`config.mk`:
```
export PLATFORM = sky130hd
export DESIGN_NAME = glq_ctrl
export DESIGN_NICKNAME = d
export VERILOG_FILES = /design/src/hw/rtl/glq_pkg.sv /design/src/hw/rtl/glq_ctrl.sv
export SDC_FILE = /design/constraint.sdc
export NUM_CORES = 1
export LEC_CHECK = 0
export BUFFER_PORTS_ARGS = -buffer_cell sky130_fd_sc_hd__buf_2
export CORE_AREA = 2 2 39 41
export CTS_CLUSTER_DIAMETER = 200
export DETAILED_ROUTE_END_ITERATION = 6
export DIE_AREA = 0 0 41 43
export SLEW_MARGIN = 10
export SYNTH_ARGS = -nofsm -noshare
export SYNTH_HDL_FRONTEND = slang
export SYNTH_SLANG_ARGS = --single-unit
```
`constraint.sdc`:
```
create_clock -name clk_i -period 1.5 [get_ports clk_i]
set_clock_uncertainty 0.1 [all_clocks]
set_input_delay 0.225 -clock clk_i [delete_from_list [all_inputs] [get_ports clk_i]]
set_output_delay 0.225 -clock clk_i [all_outputs]
set_load 0.005 [all_outputs]
```
`src/hw/rtl/glq_pkg.sv`:
```
// Shared types and constants of the glyph quad layout block.
package glq_pkg;

  // Request kinds.
  localparam logic REQ_LOAD = 1'b0;
  localparam logic REQ_DRAW = 1'b1;

  // Quad corners in emission order.
  localparam logic [1:0] CORNER_BR = 2'd0;
  localparam logic [1:0] CORNER_TR = 2'd1;
  localparam logic [1:0] CORNER_TL = 2'd2;
  localparam logic [1:0] CORNER_BL = 2'd3;

  // Configuration port geometry and register indexes.
  localparam int CFG_IDX_W  = 3;
  localparam int CFG_DATA_W = 32;
  localparam logic [CFG_IDX_W-1:0] CFG_ATLAS_W = 3'd0;
  localparam logic [CFG_IDX_W-1:0] CFG_ATLAS_H = 3'd1;
  localparam logic [CFG_IDX_W-1:0] CFG_SCALE   = 3'd2;
  localparam logic [CFG_IDX_W-1:0] CFG_PEN_X   = 3'd3;
  localparam logic [CFG_IDX_W-1:0] CFG_PEN_Y   = 3'd4;
  localparam logic [CFG_IDX_W-1:0] CFG_COLOR   = 3'd5;
  localparam logic [CFG_IDX_W-1:0] CFG_SLOT    = 3'd6;

  // Configuration reset values.
  localparam logic [12:0] ATLAS_SIZE_RST = 13'd256;
  localparam logic [15:0] SCALE_RST      = 16'd256;
  localparam logic [31:0] COLOR_RST      = 32'hFFFF_FFFF;

  // Fraction bits of the scale register; positions carry 8 fraction bits.
  localparam int SCALE_FRAC_BITS = 8;

  // Texture coordinate divider: one quotient bit per step.
  localparam int DIV_STEPS = 16;

  // One request as it arrives on the input channel.
  typedef struct packed {
    logic              req_type;
    logic [7:0]        char_code;
    logic [11:0]       atlas_x;
    logic [11:0]       atlas_y;
    logic [7:0]        glyph_width;
    logic [7:0]        glyph_height;
    logic signed [7:0] x_offset;
    logic signed [7:0] y_offset;
    logic [7:0]        x_advance;
    logic              first_of_string;
  } glq_req_t;

  // One vertex as it leaves on the output channel.
  typedef struct packed {
    logic [1:0]         corner;
    logic signed [31:0] pos_x;
    logic signed [31:0] pos_y;
    logic [15:0]        tex_u;
    logic [15:0]        tex_v;
    logic [31:0]        vertex_color;
    logic [7:0]         vertex_slot;
    logic               last_vertex;
  } glq_vtx_t;

  // One glyph table entry with its valid mark on top.
  typedef struct packed {
    logic              vld;
    logic [7:0]        adv;
    logic signed [7:0] yo;
    logic signed [7:0] xo;
    logic [7:0]        gh;
    logic [7:0]        gw;
    logic [11:0]       ay;
    logic [11:0]       ax;
  } glq_glyph_t;

  // Controller to datapath commands.
  typedef struct packed {
    logic clr;    // clearing pass writes one table entry
    logic take;   // input request accepted this cycle
    logic miss;   // looked-up glyph missing: halt the string
    logic start;  // glyph found: set up operands, start dividers
    logic emit;   // load the next vertex into the output register
  } glq_cmd_t;

  // Datapath to controller status.
  typedef struct packed {
    logic clr_last;   // clearing pass at its final entry
    logic draw_go;    // pending request is a draw that is not halted
    logic hit;        // looked-up entry is valid
    logic calc_done;  // positions and texture coordinates are ready
    logic out_free;   // output register can take a vertex
    logic last_vtx;   // next vertex to emit is the final corner
  } glq_sts_t;

endpackage

```
`src/hw/rtl/glq_ctrl.sv`:
```
// Sequencing state machine of the glyph quad layout block.
module glq_ctrl (
  input  logic               clk_i,
  input  logic               rst_ni,
  input  logic               in_valid_i,
  output logic               in_ready_o,
  input  glq_pkg::glq_sts_t  sts_i,
  output glq_pkg::glq_cmd_t  cmd_o
);
  import glq_pkg::*;

  typedef enum logic [4:0] {
    ST_CLEAR  = 5'b00001,
    ST_IDLE   = 5'b00010,
    ST_LOOKUP = 5'b00100,
    ST_CALC   = 5'b01000,
    ST_EMIT   = 5'b10000
  } glq_state_e;

  glq_state_e state_q, state_d;

  // Commands follow directly from the state, the input valid and the status flags.
  always_comb begin
    in_ready_o  = (state_q == ST_IDLE);
    cmd_o.clr   = (state_q == ST_CLEAR);
    cmd_o.take  = in_valid_i && in_ready_o;
    cmd_o.miss  = (state_q == ST_LOOKUP) && !sts_i.hit;
    cmd_o.start = (state_q == ST_LOOKUP) && sts_i.hit;
    cmd_o.emit  = (state_q == ST_EMIT) && sts_i.out_free;
  end

  // Next state.
  always_comb begin
    state_d = state_q;
    case (state_q)
      ST_CLEAR: begin
        if (sts_i.clr_last) state_d = ST_IDLE;
      end
      ST_IDLE: begin
        if (cmd_o.take && sts_i.draw_go) state_d = ST_LOOKUP;
      end
      ST_LOOKUP: begin
        state_d = sts_i.hit ? ST_CALC : ST_IDLE;
      end
      ST_CALC: begin
        if (sts_i.calc_done) state_d = ST_EMIT;
      end
      ST_EMIT: begin
        if (cmd_o.emit && sts_i.last_vtx) state_d = ST_IDLE;
      end
      default: begin
        state_d = ST_IDLE;
      end
    endcase
  end

  always_ff @(posedge clk_i or negedge rst_ni) begin
    if (!rst_ni) begin
      state_q <= ST_CLEAR;
    end else begin
      state_q <= state_d;
    end
  end

endmodule

```
Word-level counts from Yosys, hierarchy flattened:

Index checks and enable logic that the tools add are counted.

* register bits: 5
* input port bits: 9
* output and inout port bits: 6
* logic and storage cells: 24

* eq/ne operators: 9
* muxes and demuxes: 6
* reductions and logical operators: 8

Operator list (number)
* $pmux W5 S5: 1
* $mux W5: 4
* $logic_and A1 B1 Y1: 6
* $eq A5 B1 Y1 const B: 1
* $eq A5 B2 Y1 const B: 1
* $eq A5 B3 Y1 const B: 1
* $eq A5 B4 Y1 const B: 1
* $eq A5 B5 Y1 const B: 1
* $mux W4: 1
* $ne A2 B1 Y1 const B: 2
* $ne A2 B2 Y1 const B: 2
* $reduce_and A4 Y1: 1
* $logic_not A1 Y1: 1

Longest topological paths before layout:

Gate-level depths: netlist of run 1.

* depth in word-level cells: 5
* mapped depth: 4
* depth with buffers taken out: 3

Worst setup path before layout of run 1:

No wires, ideal clock.

* kind: reg-to-output
* start point: register state_q[4]
* end point: output cmd_o[1] (netlist name)
* arrival time: 1087 ps
* required time: 1175 ps
* slack: 88 ps
* stages on the path, launching flop included: 4
* path buffers: 1
* cell sequence: dfrtp_1 > or3_4 > nor4_1 > buf_4

RTL lines
* from (decl): line glq_ctrl.sv:20 `glq_state_e state_q, state_d;`
* from (signal assigned): line glq_ctrl.sv:61 `state_q <= state_d;`
* to (decl): line glq_ctrl.sv:8 `output glq_pkg::glq_cmd_t cmd_o`

==> results.py, run 1 <==
metrics = {
    "yosys": {
        "synth_area_leaders": "dfrtp_1 29%, dfstp_2 7.7%, nand2_1 5.5%, nor3b_1 4.4%, o31ai_1 4.4%",
        "ys_seq_elements": 5,
        "syn_area_um2": 340,
        "syn-instance-count": 37,
        "postSynthAreaPerCell_um2": 9.20,
        "synth_cell_type_count": 24,
        "synth_top_cell_by_area": "dfrtp_1",
        "synth_xor_area_frac": 0,
        "synth_top_area_share": 0.294,
        "synth_nets": 46,
        "yosysSeqAreaShare": 0.371,
        "synthAdderAreaFrac": 0,
        "yosys_warnings": 0,
        "synth_simple_gate_area_share": 0.452,
        "synth.area.mux_share": 0,
        "synth_compound_area_frac": 0.0882,
        "synth_top_family_by_area": "simple AND/OR/NAND/NOR gates",
    },
    "final_layout": {
        "largest_reg_flops": 5,
        "ff_latch_area_um2": 128,
        "top_register": "state_q",
        "n_antenna_cell": 0,
        "reg.largest.list": "state_q x5",
        "fillers": 145,
        "drive_gt1_frac": 0.593,
        "multi_input_area_um2": 210,
        "area_growth_pct": 52.6,
        "fin_nets": 69,
    },
    "floorplanning": {
        "die_x_um": 41,
        "ios": 15,
        "core-area_mm2": 0.00138,
        "floorplan.rows": 14,
        "start_util": 0.246,
        "die_h_um": 43,
        "die_area_mm2": 0.00176,
    },
    "flow_run": {
        "drv_cap": 0,
    },
    "timing": {
        "slew_viol_final": 0,
        "holdWs_ns": 0.107,
        "finalCritPeriodShare": 1.11,
        "timing.fmax_mhz": 598,
        "setup_ws_ns": -0.172,
        "worst_pin_slew_ns": 0.249,
        "final.min_clock_period_ns": 1.67,
        "maxSlewHeadroom": 0.833,
        "setup_viol": 6,
        "hold_viol_final": 0,
        "grt_setup_unrepaired": "true",
    },
    "clock_network": {
        "clock-sinks": 5,
        "root_buffer": "clkbuf_4",
        "cts_buffer_depth": 2,
        "cts_tree": "yes",
        "htree_levels": 1,
        "insertion_delay_ns": 0.25,
        "clk_pin_slew_ns": 0.04,
        "numCtsBuffers": 3,
    },
    "route": {
        "firstDrtPassIters": 4,
        "drt_iter0_drc": 4,
        "vias": 346,
        "wl_um": 863,
        "drc_errors": 0,
        "post_drt_via_cell_ratio": 4.61,
        "ant_nets": 0,
        "avgRoutedWirePerCell_um": 11.5,
    },
    "placed_design": {
        "io_buffers": 14,
        "gp_congestion": 0.742,
        "place_ws_ns": 0.0981,
        "dp_hpwl_um": 590,
    },
    "run_status": {
        "outcome": "complete, but fails checks",
        "failed_checks": "setup timing",
    },
    "setup_path": {
        "start_kind": "flop",
        "cp_slowest_cell": "or3_4",
        "reg2reg_slack_ns": 0.10,
        "r2r-end": "state_q[1]$_DFFE_PN0P_",
        "crit_chain": "or3_4 -> nor4_4 -> buf_2",
        "critPathKind": "flop to output port",
        "cp.required_ns": 1.17,
        "arrival_ns": 1.35,
        "reg2reg_from": "state_q[3]$_DFFE_PN0P_",
        "endpoint_kind": "output port",
        "cpPeakStageDelay_ns": 0.42,
        "crit_fanout": 5,
        "reg2reg_depth": 3,
    },
    "global_routing": {
        "grt_pass1_wl_um": 1300,
        "grt_antenna_before_repair": 0,
        "grt.overflow.total": 0,
        "grtUsageTotal": 0.121,
        "grt_pass1_vias": 326,
        "grt_max_degree": 6,
    },
    "power": {
        "p_total_uw": 626,
        "p_leak_uw": 0.000259,
        "peakVddDrop_mv": 0.543,
        "powerDensity_mw_per_mm2": 1210,
    },
    "worst_hold_path": {
        "hold_start": "sts_i[5]",
        "min_to": "state_q[0]$_DFFE_PN1P_",
        "min_path_type": "input port to flop",
        "hold_path_depth": 4,
    },
}
-- worst max path at each step --
stage                           startpoint                     end  slack (ns)  depth (start not counted)
floorplan           state_q[4]$_DFFE_PN0P_                cmd_o[1]        0.09                          3
global placement    state_q[2]$_DFFE_PN0P_  state_q[1]$_DFFE_PN0P_        0.09                          3
detailed placement  state_q[2]$_DFFE_PN0P_  state_q[1]$_DFFE_PN0P_         0.1                          3
CTS                 state_q[4]$_DFFE_PN0P_                cmd_o[1]       -0.16                          3
global route        state_q[0]$_DFFE_PN1P_                cmd_o[1]       -0.24                          3
finish              state_q[0]$_DFFE_PN1P_                cmd_o[1]       -0.17                          3
-- cells by family (layout without fill, tap and decap cells) --
family / count (synthesis) / count (layout)
AOI/OAI and AO/OA: 4 / 4
buffers and inverters: 5 / 27
DFF: 5 / 5
and+or+nand+nor: 23 / 23
-- placed cells by master, fill, tap and decap left out, types with 2 or more instances in the layout --
| cell | n |
|---|---|
| buf_2 | 13 |
| nand2_1 | 5 |
| buf_4 | 5 |
| clkbuf_4 | 3 |
| dfrtp_1 | 3 |
| inv_1 | 2 |
| and3_1 | 2 |
| nor3b_1 | 2 |
| o31ai_1 | 2 |
-- timing repair --
item                                    CTS  global route
pin swaps                                 3             1
cloned                                    0             0
endpoints found under the setup margin    6             6
buffers inserted                          3             0
endpoints found under the hold margin     5             0
hold buffers                              1             0
gates resized for setup                   4             3
-- Yosys cell counts --
master    n
a21oi_1   1
a32o_1    1
and2_1    1
and3_1    2
and3_2    1
and3b_2   1
and4bb_2  1
buf_4     1
buf_6     1
dfrtp_1   4
dfstp_2   1
inv_1     2
inv_2     1
nand2_1   5
nand3_1   1
nor2_1    2
nor2b_1   1
nor3_2    1
nor3b_1   2
nor3b_2   1
nor4_1    2
o31ai_1   2
or3_1     1
or3_4     1
-- stage by stage --
step                TNS [ns]  cells   util  area (um^2)
floorplan                  0     37      -          340
global placement           0     67  0.308          427
detailed placement         0     67  0.308          427
CTS                   -0.603     75  0.360          498
global route           -1.01     75  0.375          519
finish                -0.604     75  0.375          519
-- critical path, delay by kind of cell (launching register included) --
kind / cells / cell delay, ns
flip-flops: 1 / 0.38
AND/OR/NAND/NOR: 2 / 0.56
buffers and inverters: 1 / 0.15
-- layer usage --
layer,part of all wire,track usage,vias up
li1,-,-,175
met1,0.42,0.127,156
met2,0.48,0.159,10
met3,0.072,0.0785,5
met4,0.029,0.100,0
met5,0,0,-
-- final cells by class --
type	count	share of cell area
repair buffers	20	0.239
flip-flops and latches	5	0.246
inverters	3	0.0217
well taps	16	0.0386
multi-input cells	27	0.405
clock buffers	4	0.0506
-- where the power goes --
part	switching [uW]	internal [uW]	total, uW	leakage (uW)
Combinational	117	163	280	0.000183
Sequential	27.0	156	183	0.0000608
Clock	62.5	101	164	0.0000150
Total	206	420	626	0.000259
No activity file was read; power rests on OpenSTA's default activity.
==> run 2: changes to the inputs <==
--- a/config.mk
+++ b/config.mk
@@ -7,9 +7,11 @@
 export LEC_CHECK = 0
 export BUFFER_PORTS_ARGS = -buffer_cell sky130_fd_sc_hd__buf_2
 export CORE_AREA = 2 2 39 41
+export CTS_BUF_LIST = sky130_fd_sc_hd__clkbuf_16
 export CTS_CLUSTER_DIAMETER = 200
 export DETAILED_ROUTE_END_ITERATION = 6
 export DIE_AREA = 0 0 41 43
+export SETUP_SLACK_MARGIN = 0.05
 export SLEW_MARGIN = 10
 export SYNTH_ARGS = -nofsm -noshare
 export SYNTH_HDL_FRONTEND = slang
==> constraint.sdc (replaced) <==
create_clock -name clk_i -period 2.1 [get_ports clk_i]
set_clock_uncertainty 0.1 [all_clocks]
set_input_delay 0.315 -clock clk_i [delete_from_list [all_inputs] [get_ports clk_i]]
set_output_delay 0.315 -clock clk_i [all_outputs]
set_load 0.005 [all_outputs]
==> results.py, run 2 (synthesis gave the netlist of run 1 again) <==
metrics = {
    "floorplanning": {
        "die_area_mm2": 0.00176,
        "core-area_mm2": 0.00138,
        "die_h_um": 43,
        "ios": 15,
        "start_util": 0.246,
        "die_x_um": 41,
        "floorplan.rows": 14,
    },
    "final_layout": {
        "largest_reg_flops": 5,
        "top_register": "state_q",
        "fin_nets": 64,
        "final_common_cell": "buf_2",
        "stdcell_count": 70,
        "fillers": 143,
        "reg.largest.list": "state_q x5",
        "mostFrequentLayoutCells": "14 x buf_2, 5 x nand2_1, 4 x dfrtp_1, 3 x inv_1, 3 x clkbuf_16",
        "area_growth_pct": 47.1,
        "final_util": 0.362,
        "drive_gt1_frac": 0.463,
        "n_antenna_cell": 0,
    },
    "timing": {
        "timing.fmax_mhz": 563,
        "setup_ws_ns": 0.324,
        "setup_viol": 0,
        "hold_viol_final": 0,
        "grt_setup_unrepaired": "false",
        "final.min_clock_period_ns": 1.78,
        "fin_setup_tns_ns": 0,
        "maxSlewHeadroom": 0.803,
        "finalCritPeriodShare": 0.846,
        "slew_viol_final": 0,
        "worst_pin_slew_ns": 0.295,
    },
    "route": {
        "drc_errors": 0,
        "vias": 326,
        "ant_nets": 0,
        "top_layer": "met4",
        "avgRoutedWirePerCell_um": 11.3,
        "wl_met1_um": 330,
        "post_drt_via_cell_ratio": 4.66,
        "dr_wl_met3_um": 56,
        "drt_iter0_drc": 7,
        "dr_wl_met2_um": 372,
        "wl_um": 790,
        "firstDrtPassIters": 2,
    },
    "placed_design": {
        "dp_cells": 65,
        "gp_congestion": 0.699,
        "io_buffers": 14,
        "dp_hpwl_um": 588,
        "place_ws_ns": 0.552,
    },
    "clock_network": {
        "cts_buffer_depth": 2,
        "htree_levels": 1,
        "insertion_delay_ns": 0.23,
        "cts_tree": "yes",
        "root_buffer": "clkbuf_16",
        "numCtsBuffers": 3,
        "clk_pin_slew_ns": 0.03,
        "clock-sinks": 5,
    },
    "global_routing": {
        "grt_antenna_before_repair": 0,
        "grt.overflow.total": 0,
        "grtUsageTotal": 0.126,
        "grt_pass1_wl_um": 1410,
        "grt_pass1_vias": 329,
        "grt_max_degree": 10,
    },
    "setup_path": {
        "start_kind": "flop",
        "cpPeakStageDelay_ns": 0.41,
        "reg2reg_depth": 3,
        "r2r-end": "state_q[1]$_DFFE_PN0P_",
        "crit_chain": "or3_4 -> nor4_1 -> buf_2",
        "cp_slowest_cell": "or3_4",
        "crit_fanout": 5,
        "cpLargestDelayFamily": "simple AND/OR/NAND/NOR gates",
        "critPathKind": "flop to output port",
        "arrival_ns": 1.36,
        "cp.required_ns": 1.68,
        "reg2reg_slack_ns": 0.67,
        "endpoint_kind": "output port",
        "reg2reg_from": "state_q[3]$_DFFE_PN0P_",
        "worst-path-buf-inv": 1,
    },
    "power": {
        "p_leak_uw": 0.000255,
        "powerDensity_mw_per_mm2": 1160,
        "p_total_uw": 580,
        "peakVddDrop_mv": 0.440,
    },
    "worst_hold_path": {
        "min_path_type": "input port to flop",
        "min_to": "state_q[0]$_DFFE_PN1P_",
        "hold_start": "sts_i[5]",
        "hold_path_depth": 4,
    },
    "flow_run": {
        "drv_cap": 0,
    },
    "run_status": {
        "outcome": "finished, final reports clean",
    },
}
## run 2: area by class of cell
type / count / area (um^2) / area share
well taps: 16 / 20.0 / 0.0400
inverters: 3 / 11.3 / 0.0225
flip-flops and latches: 5 / 126 / 0.252
clock buffers: 3 / 75.1 / 0.150
multi-input cells: 27 / 184 / 0.367
clock inverters: 1 / 3.75 / 0.00750
repair buffers: 15 / 80.1 / 0.160
## run 2: stage by stage
stage          hold slack (ns)  cell area, um^2
3_3_place_gp            0.0387              412
4_1_cts                  0.231              500
6_report                 0.224              500
2_1_floorplan          -0.0806              340
3_5_place_dp            0.0380              412
5_1_grt                  0.256              500
## run 2: timing repair
item	CTS	global route
hold buffers	1	0
setup endpoints to repair	0	0
hold endpoints to repair	5	0
resized for setup	0	0
buffers inserted	0	0
## run 2: tightest hold or removal path, delay by kind of cell
kind	cells	cell delay, ns
buffers and inverters	2	0.12
and+or+nand+nor	2	0.12
## run 2: layer usage
| metal | track usage | vias up |
|---|---|---|
| met3 | 0.0628 | 5 |
| met4 | 0.100 | 0 |
| li1 | - | 166 |
| met5 | 0 | - |
| met2 | 0.166 | 10 |
| met1 | 0.146 | 145 |
## run 2: power breakdown
group / internal, uW / switching, uW
sequential: 111 / 22.9
combinational: 73.0 / 57.3
clock: 247 / 68.5
total: 431 / 149
## run 2: worst max path at each step
stage | end | from | slack (ns) | cells past startpoint
6_report | cmd_o[2] | state_q[4]$_DFFE_PN0P_ | 0.32 | 3
5_1_grt | cmd_o[2] | state_q[4]$_DFFE_PN0P_ | 0.19 | 3
4_1_cts | cmd_o[2] | state_q[4]$_DFFE_PN0P_ | 0.32 | 3
3_5_place_dp | cmd_o[2] | state_q[4]$_DFFE_PN0P_ | 0.55 | 3
3_3_place_gp | cmd_o[1] | state_q[4]$_DFFE_PN0P_ | 0.57 | 3
2_1_floorplan | cmd_o[1] | state_q[4]$_DFFE_PN0P_ | 0.60 | 3
